--- config.mk ---
export PLATFORM = sky130hd
export DESIGN_NAME = ext2_block_map_path_decoder_core
export DESIGN_NICKNAME = d
export VERILOG_FILES = /design/src/design/ebmpd_pkg.sv /design/src/design/ext2_block_map_path_decoder_core.sv
export SDC_FILE = /design/constraint.sdc
export NUM_CORES = 1
export LEC_CHECK = 0
export BUFFER_PORTS_ARGS = -buffer_cell sky130_fd_sc_hd__buf_2
export CAP_MARGIN = 10
export CORE_MARGIN = 2
export CORE_UTILIZATION = 40
export CTS_BUF_LIST = sky130_fd_sc_hd__clkbuf_16
export DETAILED_ROUTE_END_ITERATION = 16
export SETUP_SLACK_MARGIN = 0.1
export SYNTH_ARGS = -nofsm -noshare
export SYNTH_HDL_FRONTEND = slang
export SYNTH_SLANG_ARGS = --single-unit
--- constraint.sdc ---
create_clock -name clk_i -period 6.3 [get_ports clk_i]
set_input_delay 0.63 -clock clk_i [delete_from_list [all_inputs] [get_ports clk_i]]
set_output_delay 0.63 -clock clk_i [all_outputs]
set_load 0.05 [all_outputs]
--- src/design/ebmpd_pkg.sv ---
// Shared types and constants for the ext2 block-map path decoder.
`default_nettype none
package ebmpd_pkg;

  localparam int unsigned IdxW    = 32;
  localparam int unsigned CfgW    = 5;
  localparam int unsigned ShiftW  = 4;
  localparam int unsigned SlotW   = 14;
  localparam int unsigned DepthW  = 2;
  localparam int unsigned StepW   = 2;
  localparam int unsigned InDataW  = 32;
  localparam int unsigned OutDataW = 24;

  localparam logic [IdxW-1:0] DirectSlots = 32'd12;
  localparam logic [CfgW-1:0] BslReset    = 5'd10;
  localparam logic [CfgW-1:0] BslMin      = 5'd10;
  localparam logic [CfgW-1:0] BslMax      = 5'd16;

  typedef logic [DepthW-1:0] depth_t;
  localparam depth_t DepthDirect = 2'd0;
  localparam depth_t DepthSingle = 2'd1;
  localparam depth_t DepthDouble = 2'd2;
  localparam depth_t DepthTriple = 2'd3;

endpackage
`default_nettype wire

--- src/design/ext2_block_map_path_decoder_core.sv ---
// ext2 block-map path decoder: logical block index to per-level slot indices.
// Throughput: one result per cycle unless m_axis_tready_i stalls the output; a request
// yields 1 to 3 results (its tree depth, one for a direct slot or an overflow), and
// holds the result port until its last result is taken.
// Three register stages (offset, single/double range, triple range and path expander).
// Reset clears all valid bits and sets block_size_log2 to 10.
`default_nettype none
module ext2_block_map_path_decoder_core (
  input  wire logic                          clk_i,
  input  wire logic                          rst_ni,
  input  wire logic                          cfg_we_i,
  input  wire logic [ebmpd_pkg::CfgW-1:0]    cfg_wdata_i,    // block_size_log2
  input  wire logic                          s_axis_tvalid_i,
  output logic                               s_axis_tready_o,
  input  wire logic [ebmpd_pkg::InDataW-1:0] s_axis_tdata_i, // [31:0] logical_block
  output logic                               m_axis_tvalid_o,
  input  wire logic                          m_axis_tready_i,
  // [1:0] tree_depth, [3:2] level_step, [17:4] slot_index, [18] overflow, [23:19] zero
  output logic [ebmpd_pkg::OutDataW-1:0]     m_axis_tdata_o,
  output logic                               m_axis_tlast_o
);
  import ebmpd_pkg::*;

  logic [CfgW-1:0] cfg_q;
  logic [CfgW-1:0] lg_clamp;
  logic [ShiftW-1:0] s_cur;

  always_ff @(posedge clk_i or negedge rst_ni) begin
    if (!rst_ni) begin
      cfg_q <= BslReset;
    end else if (cfg_we_i) begin
      cfg_q <= cfg_wdata_i;
    end
  end

  always_comb begin
    lg_clamp = cfg_q;
    if (cfg_q < BslMin) begin
      lg_clamp = BslMin;
    end else if (cfg_q > BslMax) begin
      lg_clamp = BslMax;
    end
    s_cur = ShiftW'(lg_clamp - 5'd2);
  end

  // stage 1: direct check and offset
  logic              p1_v_q, p1_direct_q;
  logic [IdxW-1:0]   p1_rel_q;
  logic [ShiftW-1:0] p1_s_q;
  // stage 2: single/double range
  logic              p2_v_q, p2_direct_q, p2_lt1_q, p2_lt2_q;
  logic [IdxW-1:0]   p2_rel_q, p2_r1_q;
  logic [ShiftW-1:0] p2_s_q;
  // stage 3: path expander
  logic              ex_v_q, ex_ovf_q;
  depth_t            ex_depth_q;
  logic [StepW-1:0]  ex_k_q;
  logic [IdxW-1:0]   ex_rel_q;
  logic [ShiftW-1:0] ex_s_q;

  logic in_fire, out_fire, out_last, ex_load, p1_ready;

  assign out_fire = m_axis_tvalid_o && m_axis_tready_i;
  assign ex_load  = !ex_v_q || (out_fire && out_last);
  assign p1_ready = !p2_v_q || ex_load;
  assign s_axis_tready_o = !p1_v_q || p1_ready;
  assign in_fire  = s_axis_tvalid_i && s_axis_tready_o;

  // stage 1
  always_ff @(posedge clk_i or negedge rst_ni) begin
    if (!rst_ni) begin
      p1_v_q <= 1'b0;
    end else if (s_axis_tready_o) begin
      p1_v_q <= s_axis_tvalid_i;
    end
  end

  always_ff @(posedge clk_i) begin
    if (in_fire) begin
      p1_direct_q <= s_axis_tdata_i < DirectSlots;
      p1_rel_q    <= (s_axis_tdata_i < DirectSlots) ? s_axis_tdata_i
                                                    : s_axis_tdata_i - DirectSlots;
      p1_s_q      <= s_cur;
    end
  end

  // stage 2
  logic [IdxW-1:0] r1_d;
  logic            lt1_d, lt2_d;

  always_comb begin
    lt1_d = (p1_rel_q >> p1_s_q) == '0;
    r1_d  = p1_rel_q - (IdxW'(1) << p1_s_q);
    lt2_d = (r1_d >> {p1_s_q, 1'b0}) == '0;
  end

  always_ff @(posedge clk_i or negedge rst_ni) begin
    if (!rst_ni) begin
      p2_v_q <= 1'b0;
    end else if (p1_ready) begin
      p2_v_q <= p1_v_q;
    end
  end

  always_ff @(posedge clk_i) begin
    if (p1_ready && p1_v_q) begin
      p2_direct_q <= p1_direct_q;
      p2_rel_q    <= p1_rel_q;
      p2_r1_q     <= r1_d;
      p2_lt1_q    <= lt1_d;
      p2_lt2_q    <= lt2_d;
      p2_s_q      <= p1_s_q;
    end
  end

  // stage 3: triple range, select tree
  logic [IdxW-1:0]   r2_d, rel_d;
  logic [5:0]        s3_d;
  logic              lt3_d, ovf_d;
  depth_t            depth_d;

  always_comb begin
    r2_d  = p2_r1_q - (IdxW'(1) << {p2_s_q, 1'b0});
    s3_d  = 6'({p2_s_q, 1'b0}) + 6'(p2_s_q);
    lt3_d = (r2_d >> s3_d) == '0;
    ovf_d = 1'b0;
    if (p2_direct_q) begin
      depth_d = DepthDirect;
      rel_d   = p2_rel_q;
    end else if (p2_lt1_q) begin
      depth_d = DepthSingle;
      rel_d   = p2_rel_q;
    end else if (p2_lt2_q) begin
      depth_d = DepthDouble;
      rel_d   = p2_r1_q;
    end else if (lt3_d) begin
      depth_d = DepthTriple;
      rel_d   = r2_d;
    end else begin
      depth_d = DepthDirect;
      rel_d   = '0;
      ovf_d   = 1'b1;
    end
  end

  always_ff @(posedge clk_i or negedge rst_ni) begin
    if (!rst_ni) begin
      ex_v_q <= 1'b0;
      ex_k_q <= '0;
    end else if (ex_load) begin
      ex_v_q <= p2_v_q;
      ex_k_q <= '0;
    end else if (out_fire) begin
      ex_k_q <= ex_k_q + StepW'(1);
    end
  end

  always_ff @(posedge clk_i) begin
    if (ex_load && p2_v_q) begin
      ex_depth_q <= depth_d;
      ex_ovf_q   <= ovf_d;
      ex_rel_q   <= rel_d;
      ex_s_q     <= p2_s_q;
    end
  end

  // result forming
  logic [StepW-1:0] lvl_rem;
  logic [4:0]       sh;
  logic [IdxW-1:0]  mask, slot_full;
  logic [SlotW-1:0] slot;

  always_comb begin
    lvl_rem = (ex_depth_q == DepthDirect) ? '0 : ex_depth_q - StepW'(1) - ex_k_q;
    case (lvl_rem)
      2'd1:    sh = 5'(ex_s_q);
      2'd2:    sh = {ex_s_q, 1'b0};
      default: sh = '0;
    endcase
    mask      = (IdxW'(1) << ex_s_q) - IdxW'(1);
    slot_full = (ex_rel_q >> sh) & mask;
    slot      = ex_ovf_q ? '0 : slot_full[SlotW-1:0];
    out_last  = ex_ovf_q || (lvl_rem == '0);
  end

  assign m_axis_tvalid_o = ex_v_q;
  assign m_axis_tlast_o  = out_last;
  assign m_axis_tdata_o  = {5'd0, ex_ovf_q, slot, ex_k_q, ex_depth_q};

  // checks
  a_multi_result_continues: assert property (@(posedge clk_i) disable iff (!rst_ni)
    out_fire && !m_axis_tlast_o |=> m_axis_tvalid_o)
    else $error("path results interrupted");

  a_step_advances: assert property (@(posedge clk_i) disable iff (!rst_ni)
    out_fire && !m_axis_tlast_o |=> m_axis_tdata_o[3:2] == $past(m_axis_tdata_o[3:2]) + 2'd1)
    else $error("level step did not advance");

  a_ovf_single: assert property (@(posedge clk_i) disable iff (!rst_ni)
    m_axis_tvalid_o && m_axis_tdata_o[18] |-> m_axis_tlast_o && ex_k_q == '0)
    else $error("overflow result not single");

  a_stall_full: assert property (@(posedge clk_i) disable iff (!rst_ni)
    !s_axis_tready_o |-> p1_v_q && p2_v_q && ex_v_q)
    else $error("input stalled with pipeline bubble");

endmodule
`default_nettype wire
==> run metrics <==
run status=finished clean; #FFs+latches synth=157; clock skew=0.01735 ns; Place WS=0.9333 ns; Detail Route Antenna Nets=0; antenna violations before repair=0; R2R Path End=ex_rel_q[18]; critical path arrival=4.94 ns; syn avg cell area=approximately 9 µm²; Main synth FF type=edfxtp_1; die span in x=between 150 and 200 µm; startpoint types=flop; WL/cell=20.34 µm; Area after DPL=approximately 14,000 µm²; Post-Layout Cell Count=1,930; synth-to-layout area growth=9.483%; post-CTS resize count=0; vias per cell=6.023; final wirelength=39.26 mm; share of the synthesized area in the top cell type=roughly a third; number of global-route vias before repair=between 10,000 and 15,000; Worst-path clk slew=0.06 ns; grt ovf=0; CP required=5.67 ns; max cap viols=0; largest net degree at the start of global routing=72; die area=34,090 µm²; type of the worst setup path=flop to output port; Setup Buffers After CTS=0; Yosys warnings=0; PnR worst setup slack=0.7320 ns; die height=184.6 µm; Initial Utilization=40.31%; Hold Vio Cnt, Final=0; setup violators final=0; Syn Inst Count=1,468; Cell variety after synth=90; Slew HR=27.12%; Num Clock Sinks=157; worst-path fanout max=20; sequential area share after synthesis=about 36%; nets@finish=1,566; setup tns final=0 ns; drt pass-1 iters=6; total number of vias=~12,000; placed cells=1,898; Placeable Area=around 32,000 µm²; first-pass GRT wire length=62.00 mm; CTS Root Cell=clkbuf_16; # port buffers=between 60 and 70; top post-synthesis cells by area=edfxtp_1, mux2i_1, ha_1, a21oi_1, nand2_1; overall routing resource usage=between 20% and 30%; Antenna diodes=0; Worst Reg-to-Reg Cells=16; number of synthesized flops with an enable pin=147; TritonCTS Buffers=17; I/O Pins=69; Slew Viols, Final=0; CTS tree=built; cell area after synthesis=13,050 µm²; cts-stage hold buffer count=0; fillers=3,314; Hold Crit Class=input port to async pin; fin area=14,290 µm²; Critical Path Sink Type=output port; RSZ-0062 raised after global routing=no; area leader, netlist=edfxtp_1; Max Clk Rate=179.6 MHz; worst-margin pin slew=1.092 ns; Async SR Flop Fraction=6.369%; # rows=66; share of post-route cells with drive strength above 1=11.36%; final worst path period need=5.568 ns; H-tree Lvls=4; detailed router's first-iteration violation count=between 1,000 and 1,500; dpl hpwl=29.90 mm; GP Congestion=0.9920; Clk Latency, worst-skew pair=0.45 ns; reg2reg setup slack=a little over 0.8 ns; Critical R2R Launch=p2_s_q[2]; largest buffer count on any clock path=2; drt drc=0; Final Cycle Share=88.38%
critical path, cell delays in order, from the launching register on:
cell and delay, ns:
edfxtp_1 0.44, ha_1 0.24, xnor2_1 0.18, mux2i_1 0.31, ha_1 0.41, a22oi_1 0.15
nor2_2 0.87, mux2i_1 0.25, mux2i_1 0.35, mux2i_1 0.16, nor2_1 0.13, a21oi_1 0.05
a2111oi_1 0.57, buf_2 0.36
synth_stat cells (18+ instances only):
cell and n:
a211oi_1 35, a21o_1 18, a21oi_1 113, and2_1 24, and3_1 19, clkbuf_1 83, edfxtp_1 147, ha_1 47
inv_1 39, mux2i_1 63, nand2_1 140, nand2b_1 22, nand3_1 47, nor2_1 114, nor2b_1 18, nor3_1 63
nor4_1 18, o21ai_0 55, or3_1 30, or4_1 19, xnor2_1 39, xor2_1 39
metrics by stage:
| step | hold slack [ns] | utilization, % |
|---|---|---|
| 6_report | 0.03633 | 44.14 |
| 5_1_grt | 0.04555 | 44.14 |
| 4_1_cts | 0.02820 | 44.14 |
| 3_5_place_dp | 0.4294 | 42.25 |
| 3_3_place_gp | 0.4283 | 42.25 |
| 2_1_floorplan | 0.3344 | - |
per-layer routing:
metal	routed length, µm	part of all wire (%)	global-route usage [%]
met2	17970	46	37.35
met3	2311	5.9	3.557
met1	17870	46	33.13
met5	0	0	0
met4	1100	2.8	7.556
how the worst max path moves through the flow:
stage | startpoint | endpoint | slack (ns) | depth (start not counted)
floorplan | ex_k_q[0] | m_axis_tdata_o[7] | 0.36 | 15
global placement | p2_s_q[2] | ex_rel_q[18] | 0.88 | 16
detailed placement | p2_s_q[2] | ex_rel_q[18] | 0.93 | 16
CTS | ex_depth_q[0] | m_axis_tdata_o[9] | 0.81 | 13
global route | ex_depth_q[0] | m_axis_tdata_o[9] | 0.47 | 13
finish | ex_depth_q[0] | m_axis_tdata_o[9] | 0.73 | 13
area by class of cell:
class | instances | area (µm²) | area share (%)
Clock buffer | 17 | 425.4 | 2.977
Clock inverter | 15 | 183.9 | 1.287
Inverter | 42 | 157.7 | 1.103
Multi-Input combinational cell | 1170 | 7805 | 54.63
Sequential cell | 157 | 4667 | 32.66
Tap cell | 442 | 553.0 | 3.871
Timing Repair Buffer | 87 | 495.5 | 3.468
placed cells by master, fill, tap and decap left out, types with 7 or more instances in the layout:
cell type  instances
edfxtp_1         147
nand2_1          140
nand2b_1          22
o31a_1             7
or2_2             10
a2111oi_0          7
o2111a_1           7
o31ai_1           14
and3_1            19
nand3b_1          14
or4_1             19
nand3_1           47
a31oi_1           12
a21o_1            18
o2111ai_1          7
nor2b_1           18
buf_4             24
nor4_1            18
clkbuf_16         17
o21ai_0           55
mux2i_1           63
a211o_1           12
nor3_1            63
nor2_1           111
dfrtp_1            8
inv_1             39
ha_1              47
xnor2_1           39
buf_2             63
o211ai_1          15
a21oi_1          113
xor2_1            39
mux2_2            15
o21a_1             9
a211oi_1          35
or3_1             30
and2_1            22
cell families after synthesis:
family          share of synthesized area, %
buf+inv                                4.660
other cells                          0.02874
fa+ha+maj                              4.813
flops                                  35.76
xor+xnor                               5.235
compound gates                         20.13
simple gates                           22.21
mux                                    7.162
flip-flops by register name, indices dropped and copies added, names as in the netlist:
| register | count |
|---|---|
| p2_s_q | 4 |
| m_axis_tvalid_o | 1 |
| p1_direct_q | 1 |
| p2_rel_q | 32 |
| p1_s_q | 4 |
| ex_s_q | 4 |
| p1_v_q | 1 |
| cfg_q | 5 |
| p2_v_q | 1 |
| p2_lt1_q | 1 |
| p2_lt2_q | 1 |
| p1_rel_q | 32 |
| ex_ovf_q | 1 |
| ex_k_q | 2 |
| ex_rel_q | 32 |
| ex_depth_q | 2 |
| p2_r1_q | 32 |
| p2_direct_q | 1 |
Power is not shown: default switching activity piles up to over one toggle a cycle in this logic, so the estimate is an artifact.
